$ cat src/sv/dth_pkg.sv
// ----------------------------------------------------------------------------
// dth_pkg - shared types and constants for the ordered dither block
// Word types, threshold matrices and the phase helper shared by all modules.
// ----------------------------------------------------------------------------
package dth_pkg;

   localparam int MAX_WIDTH_DEF = 4096;

   localparam int GRAY_W    = 8;
   localparam int LWIDTH_W  = 13;
   localparam int CSR_W     = 13;
   localparam int PHASE_W   = 4;
   localparam int PHASE_MOD = 12;
   localparam int PROD_W    = 10;

   localparam logic [LWIDTH_W-1:0] LINE_WIDTH_RST = 13'd640;

   // Register indexes on the CSR port
   typedef enum logic [0:0] {
      CSR_GRAY_PEAK  = 1'b0,
      CSR_LINE_WIDTH = 1'b1
   } csr_index_type;

   // floor(x/9) for 8-bit x as (x*57) >> 9
   localparam logic [13:0] RECIP9       = 14'd57;
   localparam int          RECIP9_SHIFT = 9;

   // Steps for a peak gray of 255
   localparam logic [5:0] STEP2_RST = 6'd63;
   localparam logic [4:0] STEP3_RST = 5'd28;
   localparam logic [3:0] STEP4_RST = 4'd15;

   localparam logic [1:0] THR2 [4]  = '{2'd0, 2'd2, 2'd3, 2'd1};
   localparam logic [3:0] THR3 [9]  = '{4'd2, 4'd6, 4'd4, 4'd5, 4'd0, 4'd1, 4'd8, 4'd3, 4'd7};
   localparam logic [3:0] THR4 [16] = '{4'd0, 4'd8, 4'd2, 4'd10, 4'd12, 4'd4, 4'd14, 4'd6,
                                        4'd3, 4'd11, 4'd1, 4'd9, 4'd15, 4'd7, 4'd13, 4'd5};

   // Top level index per matrix size (N*N - 1)
   localparam logic [3:0] TOP2 = 4'd3;
   localparam logic [3:0] TOP3 = 4'd8;
   localparam logic [3:0] TOP4 = 4'd15;

   typedef struct packed {
      logic [GRAY_W-1:0] gray;
      logic              frame_start;
   } req_type;

   typedef struct packed {
      logic bit_2x2;
      logic bit_3x3;
      logic bit_4x4;
   } rsp_type;

   typedef struct packed {
      logic [5:0] step2;
      logic [4:0] step3;
      logic [3:0] step4;
   } step_type;

   typedef struct packed {
      logic [PHASE_W-1:0] row;
      logic [PHASE_W-1:0] col;
   } phase_type;

   // phase (0..11) mod 3
   function automatic logic [1:0] mod3(input logic [PHASE_W-1:0] ph);
      logic [1:0] r;
      unique case (ph)
         4'd0, 4'd3, 4'd6, 4'd9:  r = 2'd0;
         4'd1, 4'd4, 4'd7, 4'd10: r = 2'd1;
         4'd2, 4'd5, 4'd8, 4'd11: r = 2'd2;
         default:                 r = 2'd0;
      endcase
      return r;
   endfunction

endpackage

$ cat src/sv/dth_cfg.sv
// ----------------------------------------------------------------------------
// dth_cfg - configuration registers
// Holds line width and the quantization steps derived from the peak gray.
// ----------------------------------------------------------------------------
module dth_cfg (
   input  logic                             clock,
   input  logic                             reset,
   input  logic                             csr_valid,
   input  logic [0:0]                       csr_index,
   input  logic [dth_pkg::CSR_W-1:0]        csr_data,
   output dth_pkg::step_type                steps,
   output logic [dth_pkg::LWIDTH_W-1:0]     line_width
);
   import dth_pkg::*;

   step_type             steps_ff, steps_in;
   logic [LWIDTH_W-1:0]  lwidth_ff, lwidth_in;
   logic [GRAY_W-1:0]    mv;
   logic [13:0]          prod9;

   always_comb begin
      mv        = csr_data[GRAY_W-1:0];
      prod9     = 14'(mv) * RECIP9;
      steps_in  = steps_ff;
      lwidth_in = lwidth_ff;
      if (csr_valid) begin
         unique case (csr_index_type'(csr_index))
            CSR_GRAY_PEAK: begin
               steps_in.step2 = mv[7:2];
               steps_in.step3 = prod9[RECIP9_SHIFT +: 5];
               steps_in.step4 = mv[7:4];
            end
            CSR_LINE_WIDTH: begin
               lwidth_in = csr_data[LWIDTH_W-1:0];
            end
            default: begin
            end
         endcase
      end
   end

   always_ff @(posedge clock) begin
      if (reset) begin
         steps_ff  <= '{step2: STEP2_RST, step3: STEP3_RST, step4: STEP4_RST};
         lwidth_ff <= LINE_WIDTH_RST;
      end else begin
         steps_ff  <= steps_in;
         lwidth_ff <= lwidth_in;
      end
   end

   assign steps      = steps_ff;
   assign line_width = lwidth_ff;

endmodule

$ cat src/sv/dth_pos.sv
// ----------------------------------------------------------------------------
// dth_pos - raster position tracker
// Column count plus row/column phases mod 12; advances once per accepted word.
// ----------------------------------------------------------------------------
module dth_pos #(
   parameter int MAX_WIDTH = dth_pkg::MAX_WIDTH_DEF
) (
   input  logic                          clock,
   input  logic                          reset,
   input  logic                          accept,
   input  logic                          frame_start,
   input  logic [dth_pkg::LWIDTH_W-1:0]  line_width,
   output dth_pkg::phase_type            phase
);
   import dth_pkg::*;

   localparam int CW = (MAX_WIDTH > 1) ? $clog2(MAX_WIDTH) : 1;
   localparam int EW = (CW + 1 > LWIDTH_W) ? CW + 1 : LWIDTH_W;
   localparam logic [EW-1:0] MAXW = EW'(MAX_WIDTH);

   logic [CW-1:0]      count_ff, count_in;
   logic [PHASE_W-1:0] row_ff, row_in, col_ff, col_in;
   logic [CW-1:0]      count_cur;
   logic [EW-1:0]      lw_ext, eff_width, count_next;
   logic               row_end;

   always_comb begin
      // frame start restarts position before this word is used
      count_cur = frame_start ? '0 : count_ff;
      phase.row = frame_start ? '0 : row_ff;
      phase.col = frame_start ? '0 : col_ff;

      lw_ext = EW'(line_width);
      if (lw_ext == '0)
         eff_width = EW'(1);
      else if (lw_ext > MAXW)
         eff_width = MAXW;
      else
         eff_width = lw_ext;

      count_next = EW'(count_cur) + EW'(1);
      row_end    = (count_next >= eff_width);

      count_in = count_ff;
      row_in   = row_ff;
      col_in   = col_ff;
      if (accept) begin
         if (row_end) begin
            count_in = '0;
            col_in   = '0;
            row_in   = (phase.row == PHASE_W'(PHASE_MOD - 1)) ? '0
                                                              : phase.row + PHASE_W'(1);
         end else begin
            count_in = count_next[CW-1:0];
            col_in   = (phase.col == PHASE_W'(PHASE_MOD - 1)) ? '0
                                                              : phase.col + PHASE_W'(1);
            row_in   = phase.row;
         end
      end
   end

   always_ff @(posedge clock) begin
      if (reset) begin
         count_ff <= '0;
         row_ff   <= '0;
         col_ff   <= '0;
      end else begin
         count_ff <= count_in;
         row_ff   <= row_in;
         col_ff   <= col_in;
      end
   end

   a_count_range: assert property (@(posedge clock) disable iff (reset)
      EW'(count_ff) < MAXW)
      else $error("column count beyond max width");

   a_phase_range: assert property (@(posedge clock) disable iff (reset)
      row_ff < PHASE_W'(PHASE_MOD) && col_ff < PHASE_W'(PHASE_MOD))
      else $error("phase out of range");

   a_frame_restart: assert property (@(posedge clock) disable iff (reset)
      accept && frame_start |=> col_ff <= PHASE_W'(1) && row_ff <= PHASE_W'(1))
      else $error("frame start did not restart position");

endmodule

$ cat src/sv/dth_core.sv
// ----------------------------------------------------------------------------
// dth_core - two-register dither datapath
// Input register holds gray and matrix thresholds; result register holds bits.
// ----------------------------------------------------------------------------
module dth_core (
   input  logic                clock,
   input  logic                reset,
   input  logic                req_valid,
   output logic                req_stall,
   input  dth_pkg::req_type    req_data,
   output logic                rsp_valid,
   input  logic                rsp_stall,
   output dth_pkg::rsp_type    rsp_data,
   input  dth_pkg::phase_type  phase,
   input  dth_pkg::step_type   steps,
   output logic                accept
);
   import dth_pkg::*;

   // bit = level > t, i.e. t below top level and gray > (t+1)*step
   function automatic logic dbit(input logic [GRAY_W-1:0] g, input logic [3:0] t,
                                 input logic [3:0] top, input logic [5:0] step);
      logic [PROD_W-1:0] thr;
      thr = PROD_W'((PROD_W'(t) + PROD_W'(1)) * PROD_W'(step));
      return (t < top) && (PROD_W'(g) > thr);
   endfunction

   logic               s1_valid_ff, s1_valid_in;
   logic [GRAY_W-1:0]  gray_ff, gray_in;
   logic [1:0]         t2_ff, t2_in;
   logic [3:0]         t3_ff, t3_in, t4_ff, t4_in;
   logic               rsp_valid_ff, rsp_valid_in;
   rsp_type            rsp_ff, rsp_in;
   logic               out_free, s1_adv;
   logic [1:0]         r3, c3;
   logic [3:0]         idx3;

   always_comb begin
      out_free  = !rsp_valid_ff || !rsp_stall;
      s1_adv    = s1_valid_ff && out_free;
      req_stall = s1_valid_ff && !out_free;
      accept    = req_valid && !req_stall;

      r3    = mod3(phase.row);
      c3    = mod3(phase.col);
      idx3  = 4'(r3) * 4'd3 + 4'(c3);

      s1_valid_in = accept ? 1'b1 : (s1_adv ? 1'b0 : s1_valid_ff);
      gray_in = gray_ff;
      t2_in   = t2_ff;
      t3_in   = t3_ff;
      t4_in   = t4_ff;
      if (accept) begin
         gray_in = req_data.gray;
         t2_in   = THR2[{phase.row[0], phase.col[0]}];
         t3_in   = THR3[idx3];
         t4_in   = THR4[{phase.row[1:0], phase.col[1:0]}];
      end

      rsp_valid_in = out_free ? s1_valid_ff : rsp_valid_ff;
      rsp_in       = rsp_ff;
      if (s1_adv) begin
         rsp_in.bit_2x2 = dbit(gray_ff, 4'(t2_ff), TOP2, steps.step2);
         rsp_in.bit_3x3 = dbit(gray_ff, t3_ff, TOP3, 6'(steps.step3));
         rsp_in.bit_4x4 = dbit(gray_ff, t4_ff, TOP4, 6'(steps.step4));
      end
   end

   always_ff @(posedge clock) begin
      if (reset) begin
         s1_valid_ff  <= 1'b0;
         rsp_valid_ff <= 1'b0;
      end else begin
         s1_valid_ff  <= s1_valid_in;
         rsp_valid_ff <= rsp_valid_in;
      end
      gray_ff <= gray_in;
      t2_ff   <= t2_in;
      t3_ff   <= t3_in;
      t4_ff   <= t4_in;
      rsp_ff  <= rsp_in;
   end

   assign rsp_valid = rsp_valid_ff;
   assign rsp_data  = rsp_ff;

   a_accept_loads: assert property (@(posedge clock) disable iff (reset)
      accept |=> s1_valid_ff)
      else $error("accepted word not in input register");

   a_s1_holds: assert property (@(posedge clock) disable iff (reset)
      s1_valid_ff && !out_free |=> s1_valid_ff && $stable(gray_ff) && $stable(t4_ff))
      else $error("input register lost a word under stall");

   a_s1_moves: assert property (@(posedge clock) disable iff (reset)
      s1_adv |=> rsp_valid_ff)
      else $error("word advanced but no result valid");

endmodule

$ cat src/sv/ordered_dither_three_sizes_top.sv
// ----------------------------------------------------------------------------
// ordered_dither_three_sizes_top - 2x2 / 3x3 / 4x4 ordered dither of gray pixels
// Path from req accept to rsp: input register, then result register.
// Throughput: one word per cycle; both registers advance together when rsp is free.
// req stalls only while both registers hold words and rsp is stalled.
// Reset (synchronous, high): position and valids clear, peak gray 255, width 640.
// ----------------------------------------------------------------------------
module ordered_dither_three_sizes_top #(
   parameter int MAX_WIDTH = dth_pkg::MAX_WIDTH_DEF
) (
   input  logic                       clock,
   input  logic                       reset,
   // pixel words in
   input  logic                       req_valid,
   output logic                       req_stall,
   input  dth_pkg::req_type           req_data,
   // dithered bits out
   output logic                       rsp_valid,
   input  logic                       rsp_stall,
   output dth_pkg::rsp_type           rsp_data,
   // register writes, always ready
   input  logic                       csr_valid,
   output logic                       csr_ready,
   input  logic [0:0]                 csr_index,
   input  logic [dth_pkg::CSR_W-1:0]  csr_data
);
   import dth_pkg::*;

   step_type             steps;
   logic [LWIDTH_W-1:0]  line_width;
   phase_type            phase;
   logic                 accept;

   assign csr_ready = 1'b1;

   // Steps per matrix size are computed once per peak gray write.
   dth_cfg u_cfg (
      .clock      (clock),
      .reset      (reset),
      .csr_valid  (csr_valid),
      .csr_index  (csr_index),
      .csr_data   (csr_data),
      .steps      (steps),
      .line_width (line_width)
   );

   // Row/column phase of the word at the req side, frame start applied.
   dth_pos #(
      .MAX_WIDTH (MAX_WIDTH)
   ) u_pos (
      .clock       (clock),
      .reset       (reset),
      .accept      (accept),
      .frame_start (req_data.frame_start),
      .line_width  (line_width),
      .phase       (phase)
   );

   // Threshold lookup into the input register, compares into the result register.
   dth_core u_core (
      .clock     (clock),
      .reset     (reset),
      .req_valid (req_valid),
      .req_stall (req_stall),
      .req_data  (req_data),
      .rsp_valid (rsp_valid),
      .rsp_stall (rsp_stall),
      .rsp_data  (rsp_data),
      .phase     (phase),
      .steps     (steps),
      .accept    (accept)
   );

endmodule

$ cat config.mk
export PLATFORM = sky130hd
export DESIGN_NAME = ordered_dither_three_sizes_top
export DESIGN_NICKNAME = d
export VERILOG_FILES = /design/src/sv/dth_pkg.sv /design/src/sv/dth_cfg.sv /design/src/sv/dth_pos.sv /design/src/sv/dth_core.sv /design/src/sv/ordered_dither_three_sizes_top.sv
export SDC_FILE = /design/constraint.sdc
export NUM_CORES = 1
export LEC_CHECK = 0
export BUFFER_PORTS_ARGS = -buffer_cell sky130_fd_sc_hd__clkbuf_2
export CAP_MARGIN = 10
export CORE_ASPECT_RATIO = 1.2
export CORE_MARGIN = 3
export CORE_UTILIZATION = 35
export CTS_CLUSTER_DIAMETER = 200
export DETAILED_ROUTE_END_ITERATION = 10
export PLACE_DENSITY = 0.56
export SLEW_MARGIN = 10
export SYNTH_ARGS = -nofsm -noshare
export SYNTH_HDL_FRONTEND = slang
export SYNTH_SLANG_ARGS = --single-unit
$ cat constraint.sdc
create_clock -name clock -period 12.8 [get_ports clock]
set_input_delay 3.84 -clock clock [delete_from_list [all_inputs] [get_ports clock]]
set_output_delay 3.84 -clock clock [all_outputs]
set_load 0.005 [all_outputs]
# Yosys cells after proc, flatten, opt, wreduce, memory -nomap -nowiden
# Memory sizes are Yosys's and may differ from the RTL's. A register that Yosys moved wholly into a read port is not among the register bits.
# Index checks and enable logic that the tools add are counted.
totals:
  reg_bits: 63
  latch_bits: 0
  mem_bits_rw: 0
  mem_bits_ro: 192
  in_bits: 28
  out_inout_bits: 6
  memories: 4
mem_list:
  columns: ["memory", "words", "word_bits", "read_ports", "rd_ports_with_merged_regs", "write_ports", "line_no", "source"]
  rows:
  - ["(no name shown)", 16, 4, 1, 1, 0, "dth_core.sv:57", "t4_in = THR4[{phase.row[1:0], phase.col[1:0]}];"]
  - ["(no name shown)", 16, 4, 1, 1, 0, "dth_core.sv:56", "t3_in = THR3[idx3];"]
  - ["(no name shown)", 16, 2, 1, 0, 0, "dth_pkg.sv:68", "unique case (ph)"]
  - ["(no name shown)", 16, 2, 1, 0, 0, "dth_pkg.sv:68", null]
op_classes:
  n_addsub: 7
  mul: 5
  div: 0
  n_lt_le_gt_ge: 9
  n_eq_ne: 2
  shifts: 0
  n_mux: 15
  bitwise: 4
  n_reduce_logical: 15
ops:
  columns: ["op", "count"]
  rows:
  - ["greater-than comparator 8 x 10 -> 1 bit", 3]
  - ["two-way mux 13 bit", 2]
  - ["two-way mux 12 bit", 2]
  - ["two-way mux 4 bit", 6]
  - ["multiplier 8 x 6 -> 14 bit (second input constant)", 1]
  - ["adder 12 x 1 -> 13 bit (second input constant)", 1]
  - [">= comparator 13 bit", 1]
  - ["greater-than comparator 13 bit (second input constant)", 1]
  - ["zero test 13 bit", 1]
  - ["adder 4 x 1 -> 5 bit (second input constant)", 2]
  - ["multiplier 10 x 4 -> 10 bit", 1]
  - ["multiplier 10 x 5 -> 10 bit", 1]
  - ["multiplier 10 x 6 -> 10 bit", 1]
  - ["NOT 4 -> 5 bit", 2]
  - ["adder 4 x 1 -> 4 bit (second input constant)", 2]
  - ["== test 4 bit (second input constant)", 2]
  - ["< comparator 4 bit (second input constant)", 2]
  - ["logical AND 1 bit", 6]
  - ["adder 4 x 2 -> 4 bit", 1]
  - ["binary-select mux 2 bit (select 2 bit)", 1]
  - ["zero test 1 bit", 4]
  - ["multiplier 2 x 2 -> 4 bit (second input constant)", 1]
  - ["two-way mux 2 bit", 2]
  - ["AND reduction 2 bit", 2]
  - ["8 further kinds", 9]

# Longest topological paths before layout
# Gate-level depths: netlist (run 1).
logic_depth:
  depth_word: 7
  mapped_depth: 18
  mapped_depth_nobuf: 18

# Cells and area by module
# Synthesis (run 1) repeated with hierarchy kept, for this count alone.
unflattened:
  cells_unflattened: 739
  hier_area_um2: 6525.0
by_module_without_submodules:
  columns: ["module", "n_inst", "cells_per_inst", "area_per_inst_um2", "seq_area_each_um2"]
  rows:
  - ["dth_core", 1, 363, 3326.9, 610.6]
  - ["dth_cfg", 1, 181, 1641.6, 480.5]
  - ["dth_pos", 1, 193, 1545.2, 400.4]
  - ["ordered_dither_three_sizes_top", 1, 2, 11.3, 0.0]

# Least setup slack after synthesis (run 1)
# No wires, ideal clock.
synth_timing:
  path_kind: "in2out"
  from: "input rsp_stall"
  to: "output req_stall"
  t_arrival_ns: 3.996
  t_required_ns: 8.960
  slack_ns: 4.964
  cell_stages: 2
  n_path_buf: 0
  path_cell_list: "nand3_1 -> inv_1"
synth_between:
  elab_chain_len: 4
synth_rtl:
  columns: ["item", "line_no", "source"]
  rows:
  - ["start, declared", "ordered_dither_three_sizes_top.sv:19", "input logic rsp_stall,"]
  - ["zero test 1 bit", "dth_core.sv:39", "out_free = !rsp_valid_ff || !rsp_stall;"]
  - ["logical OR 1 bit", "dth_core.sv:39", null]
  - ["zero test 1 bit", "dth_core.sv:41", "req_stall = s1_valid_ff && !out_free;"]
  - ["logical AND 1 bit", "dth_core.sv:41", null]
  - ["end, declared", "ordered_dither_three_sizes_top.sv:15", "output logic req_stall,"]
# No other way between the ends.

# Worst setup path after layout (run 1)
# Same ends and word-level chain as after synthesis.

==> results of run 1 <==
## power by group
| part | internal (mW) | switching [mW] | total [mW] |
|---|---|---|---|
| sequential | 0.227 | 0.0134 | 0.240 |
| combinational | 0.172 | 0.200 | 0.372 |
| clock | 0.144 | 0.0952 | 0.239 |
| total | 0.543 | 0.309 | 0.852 |
## cell type report
class | instances | area share, %
Inverter | 63 | 3.370
Sequential cell | 65 | 21.26
Clock buffer | 11 | 3.620
Tap cell | 220 | 3.923
Timing Repair Buffer | 32 | 2.282
Clock inverter | 5 | 0.5350
Multi-Input combinational cell | 579 | 65.01
## sequential cells by signal, indices dropped and copies added, names as in the netlist
signal / flops
u_core.t3_ff: 4
u_core.rsp_data: 3
u_cfg.line_width: 13
u_cfg.steps: 11
u_pos.col_ff: 4
u_pos.count_ff: 12
u_core.gray_ff: 8
u_core.rsp_valid: 1
u_core.s1_valid_ff: 1
u_pos.row_ff: 4
u_core.t4_ff: 4
## worst max-delay path by stage
stage,from,to,slack [ns],cells past startpoint
final,rsp_stall,req_stall,4.75,4
after global placement,rsp_stall,req_stall,4.74,4
after CTS,rsp_stall,req_stall,4.74,4
after global routing,rsp_stall,req_stall,4.70,4
after floorplan,rsp_stall,req_stall,4.96,2
after detailed placement,rsp_stall,req_stall,4.75,4
## placed cells by master (no fill, tap or decap), types with 12 or more instances in the layout
master	instances
xnor2_1	16
ha_1	111
nor2_1	34
edfxtp_1	19
inv_1	63
and2_1	24
o21ai_0	22
nand3_1	20
nand2_1	97
and3_1	12
nor2b_1	26
nand2b_1	15
clkbuf_2	32
dfxtp_1	46
a21oi_1	41
xor2_1	16
fa_1	32
## per-stage QoR
step,total power [mW],hold WS (ns),util (%)
3_3_place_gp,0.6209,0.4576,37.98
2_1_floorplan,0.5389,0.4358,-
3_5_place_dp,0.6224,0.4638,37.98
5_1_grt,0.9402,0.4992,39.63
4_1_cts,0.8694,0.4752,39.63
6_report,0.8518,0.4725,39.63
## cells by family after synthesis
| logic type | share of synthesized area [%] |
|---|---|
| AND/OR/NAND/NOR | 20.82 |
| adder cells (fa/ha/maj) | 31.82 |
| AO/OA/AOI/OAI | 14.28 |
| buffers and inverters | 5.081 |
| flip-flops | 23.39 |
| XOR/XNOR | 4.395 |
| other | 0.05880 |
| multiplexers | 0.1570 |
## critical path: cells and delay by family
kind          cells  cell delay, ns
buf+inv           3            0.29
simple gates      1            0.09
## per-layer routing
layer | share of wire, % | vias up | GRT usage, % | routed length, um
met3 | 2.5 | 7 | 2.571 | 323
li1 | - | 2578 | - | -
met2 | 49 | 54 | 23.57 | 6383
met5 | 0 | - | 0 | 0
met1 | 48 | 2306 | 18.70 | 6279
met4 | 0.83 | 0 | 3.552 | 109
==> flow_metrics.env, run 1 <==
export IMPL_worstHoldStart="u_cfg.line_width[10]$_SDFFE_PP0P_"
export IMPL_leakage_nw=3.322
export IMPL_synth_area_leaders="ha_1 22%, dfxtp_1 14%, fa_1 10%, edfxtp_1 8.9%, nand2_1 5.7%"
export IMPL_grt_max_degree=36
export IMPL_cts_buffer_depth=2
export IMPL_hold_path_class="register to register"
export IMPL_vias=4945
export IMPL_routedWlPerCell_um=13.43
export IMPL_cts_htree_levels=3
export IMPL_yosysTopAreaCellShare_pct=21.78
export IMPL_grt_first_pass_wirelength_um=23110
export IMPL_hold_buffers=0
export IMPL_syn_inst=726
export IMPL_hold_violations=0
export IMPL_die_x_um=129.2
export IMPL_dpl_hpwl_um=10500
export IMPL_fill_cells=1809
export IMPL_first_pass_iters=4
export IMPL_rrSetupSlack_ns=7.88
export IMPL_final_setup_viol_count=0
export IMPL_drv_slew=0
export IMPL_final_area_um2=7017
export IMPL_max_stage_delay_ns=0.11
export IMPL_yosysSeqAreaShare_pct=23.39
export IMPL_finalWirelength_um=13100
export IMPL_drt_iter0_drc=139
export IMPL_crit_required_ns=8.96
export IMPL_nNetsFinal=921
export IMPL_clock_latency_ns=0.34
export IMPL_dieArea_um2=19880
export IMPL_final_setup_worst_slack_ns=4.749
export IMPL_worst_pin_slew_ns=1.128
export IMPL_slowest_stage="clkbuf_2"
export IMPL_ys_seq_elements=65
export IMPL_antenna_found_initial=0
export IMPL_fin_skew_ns=0.009600
export IMPL_routabilityCongestion=0.8105
export IMPL_cts_tree="yes"
export IMPL_clock_sinks=65
export IMPL_place_ws_ns=4.748
export IMPL_grt_pass1_vias=4984
export IMPL_drive_above_1_share_pct=7.682
export IMPL_initial_utilization_pct=36.02
export IMPL_postCtsResizedCells=0
export IMPL_grt_usage_pct=14.09
export IMPL_final_period_utilization_pct=62.90
export IMPL_dpl_cell_area_um2=6725
export IMPL_path_clk_slew_ns=0.06
export IMPL_synthesis_area_um2=6377
export IMPL_boundaryPins=34
export IMPL_max_freq_ghz=0.1242
export IMPL_r2r_start="u_core.t3_ff[0]$_SDFFCE_PP1P_"
export IMPL_io_buffers=32
export IMPL_avgSynthCellArea_um2=8.784
export IMPL_async_reset_ff_share_pct=0
export IMPL_critPathCaptureType="output port"
export IMPL_overflow=0
export IMPL_antenna_cells=0
export IMPL_path_max_fanout=3
export IMPL_max_vdd_ir_drop_uv=59.11
export IMPL_avgViaCountPerCell=5.072
export IMPL_max_cap_violations=0
export IMPL_synth_warnings=0
export IMPL_root_buffer="clkbuf_16"
export IMPL_multi_input_comb_area_um2=4562
export IMPL_whs_path_depth=2
export IMPL_post_cts_buffers=0
export IMPL_reg2reg_depth=17
export IMPL_worstReg2RegEnd="u_core.rsp_data[1]$_DFFE_PP_"
export IMPL_synth_most_common_cell="ha_1"
export IMPL_die_h_um=153.9
export IMPL_numCtsBuffers=9
export IMPL_final_cell_count_no_fill=975
export IMPL_ys_flop_type="dfxtp_1"
export IMPL_synth_common_cells="111 x ha_1, 97 x nand2_1, 63 x inv_1"
export IMPL_dp_cells=959
export IMPL_area_growth_pct=10.03
export IMPL_synth_cell_type_count=63
export IMPL_rows=53
export IMPL_register_area_um2=1491
export IMPL_fin_tns_setup_ns=0
export IMPL_status="completed"
export IMPL_synth_nets=897
export IMPL_drc=0
export IMPL_core_um2=17710
export IMPL_worstPathArrival_ns=4.21
export IMPL_postRouteAntennaNets=0
export IMPL_synth_edf_count=19
export IMPL_max_slew_margin_rel_pct=24.14
export IMPL_critical_path_class="input pin to output port"
export IMPL_start_kind="input pin"
export IMPL_crit_chain="clkbuf_2 > nand3_1 > inv_1 > clkbuf_2"
export IMPL_period_minus_slack_ns=8.051
export IMPL_min_to="u_cfg.line_width[10]$_SDFFE_PP0P_"
export IMPL_yosys_area_top_type="ha_1"
export IMPL_worst_path_most_repeated_cell="clkbuf_2"
export IMPL_rsz0062_at_grt="no"
export IMPL_power_density_nw_per_um2=121.4
No activity file was read; power rests on OpenSTA's default activity.
==> inputs of run 2 (changes only) <==
--- a/config.mk
+++ b/config.mk
@@ -12,7 +12,7 @@
 export CORE_UTILIZATION = 35
 export CTS_CLUSTER_DIAMETER = 200
 export DETAILED_ROUTE_END_ITERATION = 10
-export PLACE_DENSITY = 0.56
+export PLACE_DENSITY = 0.57
 export SLEW_MARGIN = 10
 export SYNTH_ARGS = -nofsm -noshare
 export SYNTH_HDL_FRONTEND = slang
==> constraint.sdc (replaced) <==
create_clock -name clock -period 7.37 [get_ports clock]
set_input_delay 2.211 -clock clock [delete_from_list [all_inputs] [get_ports clock]]
set_output_delay 2.211 -clock clock [all_outputs]
set_load 0.005 [all_outputs]
==> run 2 against run 1 <==
Effect of this change: worst hold slack worse by 0.0022 ns; wire length is 2.7% higher; clock skew hardly changed; clock power is 73% higher; design area is 0.11% lower; critical endpoint is now u_core.t3_ff[0]$_SDFFCE_PP1P_; largest power group unchanged; highest routed layer unchanged.
==> flow_metrics.env, run 2 (synthesis results as in run 1) <==
export IMPL_drt_iter0_drc=235
export IMPL_grt_pass1_vias=5044
export IMPL_drive_above_1_share_pct=7.427
export IMPL_dieArea_um2=19880
export IMPL_post_cts_buffers=0
export IMPL_root_buffer="clkbuf_16"
export IMPL_critPathTopFamily="adder cells"
export IMPL_antenna_cells=0
export IMPL_clock_latency_ns=0.34
export IMPL_max_freq_ghz=0.1888
export IMPL_max_cap_violations=0
export IMPL_power_mw=1.480
export IMPL_crit_buf_inv=3
export IMPL_clock_sinks=65
export IMPL_routedWlPerCell_um=13.81
export IMPL_boundaryPins=34
export IMPL_fin_tns_setup_ns=0
export IMPL_slowest_stage="clkbuf_2"
export IMPL_hold_path_class="register to register"
export IMPL_nNetsFinal=921
export IMPL_grt_first_pass_wirelength_um=23810
export IMPL_max_stage_delay_ns=0.51
export IMPL_worst_pin_slew_ns=1.129
export IMPL_initial_utilization_pct=36.02
export IMPL_numCtsBuffers=9
export IMPL_cts_tree="yes"
export IMPL_final_common_cell="ha_1"
export IMPL_antenna_found_initial=0
export IMPL_finalWirelength_um=13450
export IMPL_overflow=0
export IMPL_grt_max_degree=36
export IMPL_worstPathArrival_ns=5.39
export IMPL_final_period_utilization_pct=71.87
export IMPL_status="completed"
export IMPL_cts_buffer_depth=2
export IMPL_crit_chain="clkbuf_2 > nand2b_1 > inv_1 > ha_1 > nor2b_1 > a21oi_1 > nor2_1 > a221oi_1 > fa_1 > inv_1 > ha_1 > fa_1 > o21ai_0 > nand2b_1"
export IMPL_avgViaCountPerCell=5.095
export IMPL_rsz0062_at_grt="no"
export IMPL_fin_skew_ns=0.009334
export IMPL_die_x_um=129.2
export IMPL_max_vdd_ir_drop_uv=115.3
export IMPL_path_clk_slew_ns=0.05
export IMPL_period_minus_slack_ns=5.297
export IMPL_critical_path_class="input pin to register"
export IMPL_rows=53
export IMPL_first_pass_iters=4
export IMPL_drv_slew=0
export IMPL_postRouteAntennaNets=0
export IMPL_core_um2=17710
export IMPL_hold_violations=0
export IMPL_hold_buffers=0
export IMPL_start_kind="input pin"
export IMPL_fill_cells=1829
export IMPL_multi_input_comb_area_um2=4562
export IMPL_register_area_um2=1491
export IMPL_drc=0
export IMPL_vias=4963
export IMPL_postCtsResizedCells=0
export IMPL_area_growth_pct=9.908
export IMPL_max_slew_margin_rel_pct=24.06
export IMPL_dpl_hpwl_um=10590
export IMPL_die_h_um=153.9
export IMPL_critPathCaptureType="register"
export IMPL_final_setup_viol_count=0
export IMPL_crit_required_ns=7.46
export IMPL_leakage_nw=3.314
export IMPL_routabilityCongestion=0.7756
export IMPL_largest_register_ffs=13
export IMPL_io_buffers=32
export IMPL_cts_htree_levels=3
export IMPL_final_cell_mix="111 x ha_1, 97 x nand2_1, 63 x inv_1"
export IMPL_grt_usage_pct=14.68
export IMPL_power_density_nw_per_um2=211.2
export IMPL_path_max_fanout=35
run 2: worst min-delay path, stage by stage, from the launching register on:
cell,delay (ns)
dfxtp_1,0.32
nand2_1,0.06
a21oi_1,0.05
run 2: metrics by stage:
step | std cells | cell area [um^2] | setup WS (ns) | hold WS [ns] | util, %
2_1_floorplan | 726 | 6377 | 2.259 | 0.4358 | -
3_5_place_dp | 959 | 6725 | 1.714 | 0.4653 | 37.98
6_report | 974 | 7009 | 2.073 | 0.4703 | 39.59
4_1_cts | 974 | 7009 | 2.072 | 0.4726 | 39.59
3_3_place_gp | 959 | 6725 | 1.738 | 0.4585 | 37.98
5_1_grt | 974 | 7009 | 1.700 | 0.4800 | 39.59
run 2: cell type report:
| type | instances | share of cell area [%] |
|---|---|---|
| sequential | 65 | 21.28 |
| multi-input combinational | 579 | 65.08 |
| tap | 220 | 3.927 |
| inverter | 63 | 3.374 |
| clock buffer | 13 | 3.874 |
| clock inverter | 2 | 0.1785 |
| timing repair buffer | 32 | 2.285 |
run 2: path summary, 6_finish.rpt:
path                                    startpoint                               end  slack, ns  depth (start not counted)
setup / recovery                       req_data[0]     u_core.t3_ff[0]$_SDFFCE_PP1P_       2.07                         14
hold / removal    u_cfg.line_width[0]$_SDFFE_PP0P_  u_cfg.line_width[0]$_SDFFE_PP0P_       0.47                          2
setup reg to reg     u_core.t3_ff[0]$_SDFFCE_PP1P_      u_core.rsp_data[1]$_DFFE_PP_       2.42                         17
hold reg to reg   u_cfg.line_width[0]$_SDFFE_PP0P_  u_cfg.line_width[0]$_SDFFE_PP0P_       0.47                          2
run 2: report_power, final:
group / internal, mW / total, mW / switching (mW)
clock: 0.255 / 0.413 / 0.158
combinational: 0.299 / 0.649 / 0.350
sequential: 0.394 / 0.418 / 0.0238
total: 0.949 / 1.48 / 0.532
run 2: routing by layer:
layer,vias to the layer above,GRT usage (%),part of all wire (%)
li1,2574,-,-
met1,2296,19.20,47
met2,74,24.36,48
met3,19,2.919,3.5
met4,0,4.452,1.7
met5,-,0,0
==> inputs of run 3 (changes only) <==
--- a/config.mk
+++ b/config.mk
@@ -5,6 +5,7 @@
 export SDC_FILE = /design/constraint.sdc
 export NUM_CORES = 1
 export LEC_CHECK = 0
+export ABC_AREA = 1
 export BUFFER_PORTS_ARGS = -buffer_cell sky130_fd_sc_hd__clkbuf_2
 export CAP_MARGIN = 10
 export CORE_ASPECT_RATIO = 1.2
@@ -12,7 +13,7 @@
 export CORE_UTILIZATION = 35
 export CTS_CLUSTER_DIAMETER = 200
 export DETAILED_ROUTE_END_ITERATION = 10
-export PLACE_DENSITY = 0.57
+export PLACE_DENSITY = 0.56
 export SLEW_MARGIN = 10
 export SYNTH_ARGS = -nofsm -noshare
 export SYNTH_HDL_FRONTEND = slang
==> constraint.sdc (replaced) <==
create_clock -name clock -period 5.25 [get_ports clock]
set_input_delay 1.575 -clock clock [delete_from_list [all_inputs] [get_ports clock]]
set_output_delay 1.575 -clock clock [all_outputs]
set_load 0.005 [all_outputs]
==> run 3 against run 2 <==
Effect of this change: synthesized cell count is 19% higher; sequential share of layout area is 0.53 points lower; utilization is 0.19 points lower; highest routed layer unchanged.
==> flow_metrics.env, run 3 <==
export IMPL_grt_max_degree=27
export IMPL_final_common_cell="nand2_1"
export IMPL_synth_edf_count=19
export IMPL_rsz0062_at_grt="no"
export IMPL_worst_pin_slew_ns=0.7724
export IMPL_synth_fa_ha_area_share_pct=30.99
export IMPL_power_mw=2.020
export IMPL_rrSetupSlack_ns=0.56
export IMPL_synth_nets=1038
export IMPL_yosys_area_share_xor_xnor_pct=3.344
export IMPL_final_period_utilization_pct=89.36
export IMPL_synth_compound_area_share_pct=10.39
export IMPL_drv_slew=0
export IMPL_critical_path_class="register to register"
export IMPL_nNetsFinal=1067
export IMPL_rows=54
export IMPL_period_minus_slack_ns=4.692
export IMPL_reg2reg_depth=18
export IMPL_worstPathArrival_ns=4.88
export IMPL_grt_usage_pct=14.56
export IMPL_max_freq_ghz=0.2131
export IMPL_routedWlPerCell_um=12.42
export IMPL_worstReg2RegEnd="u_core.rsp_data[1]$_DFFE_PP_"
export IMPL_first_pass_iters=5
export IMPL_worstHoldStart="u_pos.count_ff[10]$_SDFFE_PP0P_"
export IMPL_crit_required_ns=5.44
export IMPL_critPathCaptureType="register"
export IMPL_avgSynthCellArea_um2=7.553
export IMPL_dp_cells=1109
export IMPL_path_clk_slew_ns=0.06
export IMPL_status="completed"
export IMPL_vias=5313
export IMPL_final_setup_viol_count=0
export IMPL_finalWirelength_um=13980
export IMPL_core_um2=18240
export IMPL_fin_skew_ns=0.009154
export IMPL_synth_most_common_cell="nand2_1"
export IMPL_path_max_fanout=8
export IMPL_postRouteAntennaNets=0
export IMPL_postCtsResizedCells=0
export IMPL_dpl_cell_area_um2=6915
export IMPL_routabilityCongestion=0.8101
export IMPL_overflow=0
export IMPL_drive_above_1_share_pct=8.102
export IMPL_final_cell_mix="200 x nand2_1, 147 x inv_1, 111 x ha_1"
export IMPL_max_cap_violations=0
export IMPL_r2r_start="u_core.t3_ff[0]$_SDFFCE_PP1P_"
export IMPL_async_reset_ff_share_pct=0
export IMPL_cts_tree="yes"
export IMPL_antenna_found_initial=0
export IMPL_endpoint="u_core.rsp_data[1]$_DFFE_PP_"
export IMPL_clock_latency_ns=0.34
export IMPL_io_buffers=32
export IMPL_grt_first_pass_wirelength_um=23720
export IMPL_max_slew_margin_rel_pct=48.45
export IMPL_largest_register_ffs=13
export IMPL_numCtsBuffers=9
export IMPL_power_density_nw_per_um2=281.1
export IMPL_synth_area_leaders="ha_1 21%, dfxtp_1 14%, nand2_1 11%, fa_1 9.8%, edfxtp_1 8.7%"
export IMPL_fin_tns_setup_ns=0
export IMPL_cp_startpoint="u_core.t3_ff[0]$_SDFFCE_PP1P_"
export IMPL_antenna_cells=0
export IMPL_cts_htree_levels=3
export IMPL_die_x_um=130.9
export IMPL_final_area_um2=7187
export IMPL_root_buffer="clkbuf_16"
export IMPL_post_cts_buffers=0
export IMPL_hold_path_class="register to register"
export IMPL_initial_utilization_pct=35.90
export IMPL_syn_inst=867
export IMPL_hold_violations=0
export IMPL_drc=0
export IMPL_yosysTopAreaCellShare_pct=21.21
export IMPL_hold_buffers=0
export IMPL_synth_mux_area_share_pct=0
export IMPL_ys_seq_elements=65
export IMPL_synth_top_family_by_area="adder cells"
export IMPL_yosys_area_top_type="ha_1"
export IMPL_grt_pass1_vias=5140
export IMPL_avgViaCountPerCell=4.723
export IMPL_cts_buffer_depth=2
export IMPL_leakage_nw=3.772
export IMPL_die_h_um=155.8
export IMPL_synth_cell_type_count=47
export IMPL_yosysSeqAreaShare_pct=22.77
export IMPL_max_vdd_ir_drop_uv=178.0
export IMPL_synth_simple_area_share_pct=22.45
export IMPL_synth_warnings=0
export IMPL_dieArea_um2=20400
export IMPL_dpl_hpwl_um=11540
export IMPL_synthesis_area_um2=6549
export IMPL_synth_common_cells="200 x nand2_1, 147 x inv_1, 111 x ha_1"
export IMPL_boundaryPins=34
export IMPL_area_growth_pct=9.744
export IMPL_clock_sinks=65
export IMPL_start_kind="register"
export IMPL_final_cell_count_no_fill=1125
export IMPL_ys_flop_type="dfxtp_1"
export IMPL_whs_path_depth=2
export IMPL_drt_iter0_drc=236
[run 3: layout make-up]
class                   instances  area [um^2]
flip-flops and latches         65         1491
well taps                     224        280.3
inverters                     152        573.1
clock inverters                 6        42.54
clock buffers                  10        229.0
repair buffers                 33        167.7
multi-input cells             635         4403
fillers                      1964        11060
[run 3: worst min-delay path by stage]
stage                                 endpoint  slack [ns]
6_report       u_pos.count_ff[10]$_SDFFE_PP0P_        0.46
5_1_grt         u_pos.count_ff[1]$_SDFFE_PP0P_        0.49
3_3_place_gp    u_pos.count_ff[0]$_SDFFE_PP0P_        0.45
2_1_floorplan  u_pos.count_ff[10]$_SDFFE_PP0P_        0.44
3_5_place_dp      u_pos.col_ff[3]$_SDFFE_PP0P_        0.46
4_1_cts           u_pos.col_ff[3]$_SDFFE_PP0P_        0.47
[run 3: layer usage]
layer | routed length (um) | track usage (%) | vias up
li1 | - | - | 2850
met5 | 0 | 0 | -
met3 | 409 | 2.877 | 15
met2 | 7148 | 25.88 | 64
met1 | 6182 | 17.29 | 2384
met4 | 239 | 5.096 | 0
[run 3: worst max-delay path: stages (launching register included)]
cell	delay, ns
edfxtp_1	0.50
ha_1	0.28
xor2_1	0.26
nand2_1	0.11
fa_1	0.47
fa_1	0.51
fa_1	0.54
inv_1	0.04
ha_1	0.34
a21oi_1	0.14
nand2_1	0.13
a21oi_1	0.18
xor2_1	0.20
ha_1	0.27
nand2_1	0.07
inv_1	0.05
a41oi_1	0.20
nand4_1	0.11
nor2_1	0.13
[run 3: where the power goes]
group	leakage (nW)	switching [mW]	internal [mW]
sequential	0.563	0.0257	0.552
clock	0.134	0.239	0.321
combinational	3.08	0.513	0.369
[run 3: logic make-up after synthesis]
kind of cell,after synthesis
other cells,1
buf+inv,167
flops,65
compound gates,119
simple gates,347
xor+xnor,25
fa+ha+maj,143
[run 3: per-stage QoR]
step / util, % / setup slack, ns / hold slack (ns)
6_report: 39.40 / 0.5585 / 0.4634
5_1_grt: 39.40 / 0.2531 / 0.4860
3_5_place_dp: 37.91 / 0.5003 / 0.4554
3_3_place_gp: 37.91 / 0.5413 / 0.4531
2_1_floorplan: - / 1.037 / 0.4437
4_1_cts: 39.40 / 0.4935 / 0.4654
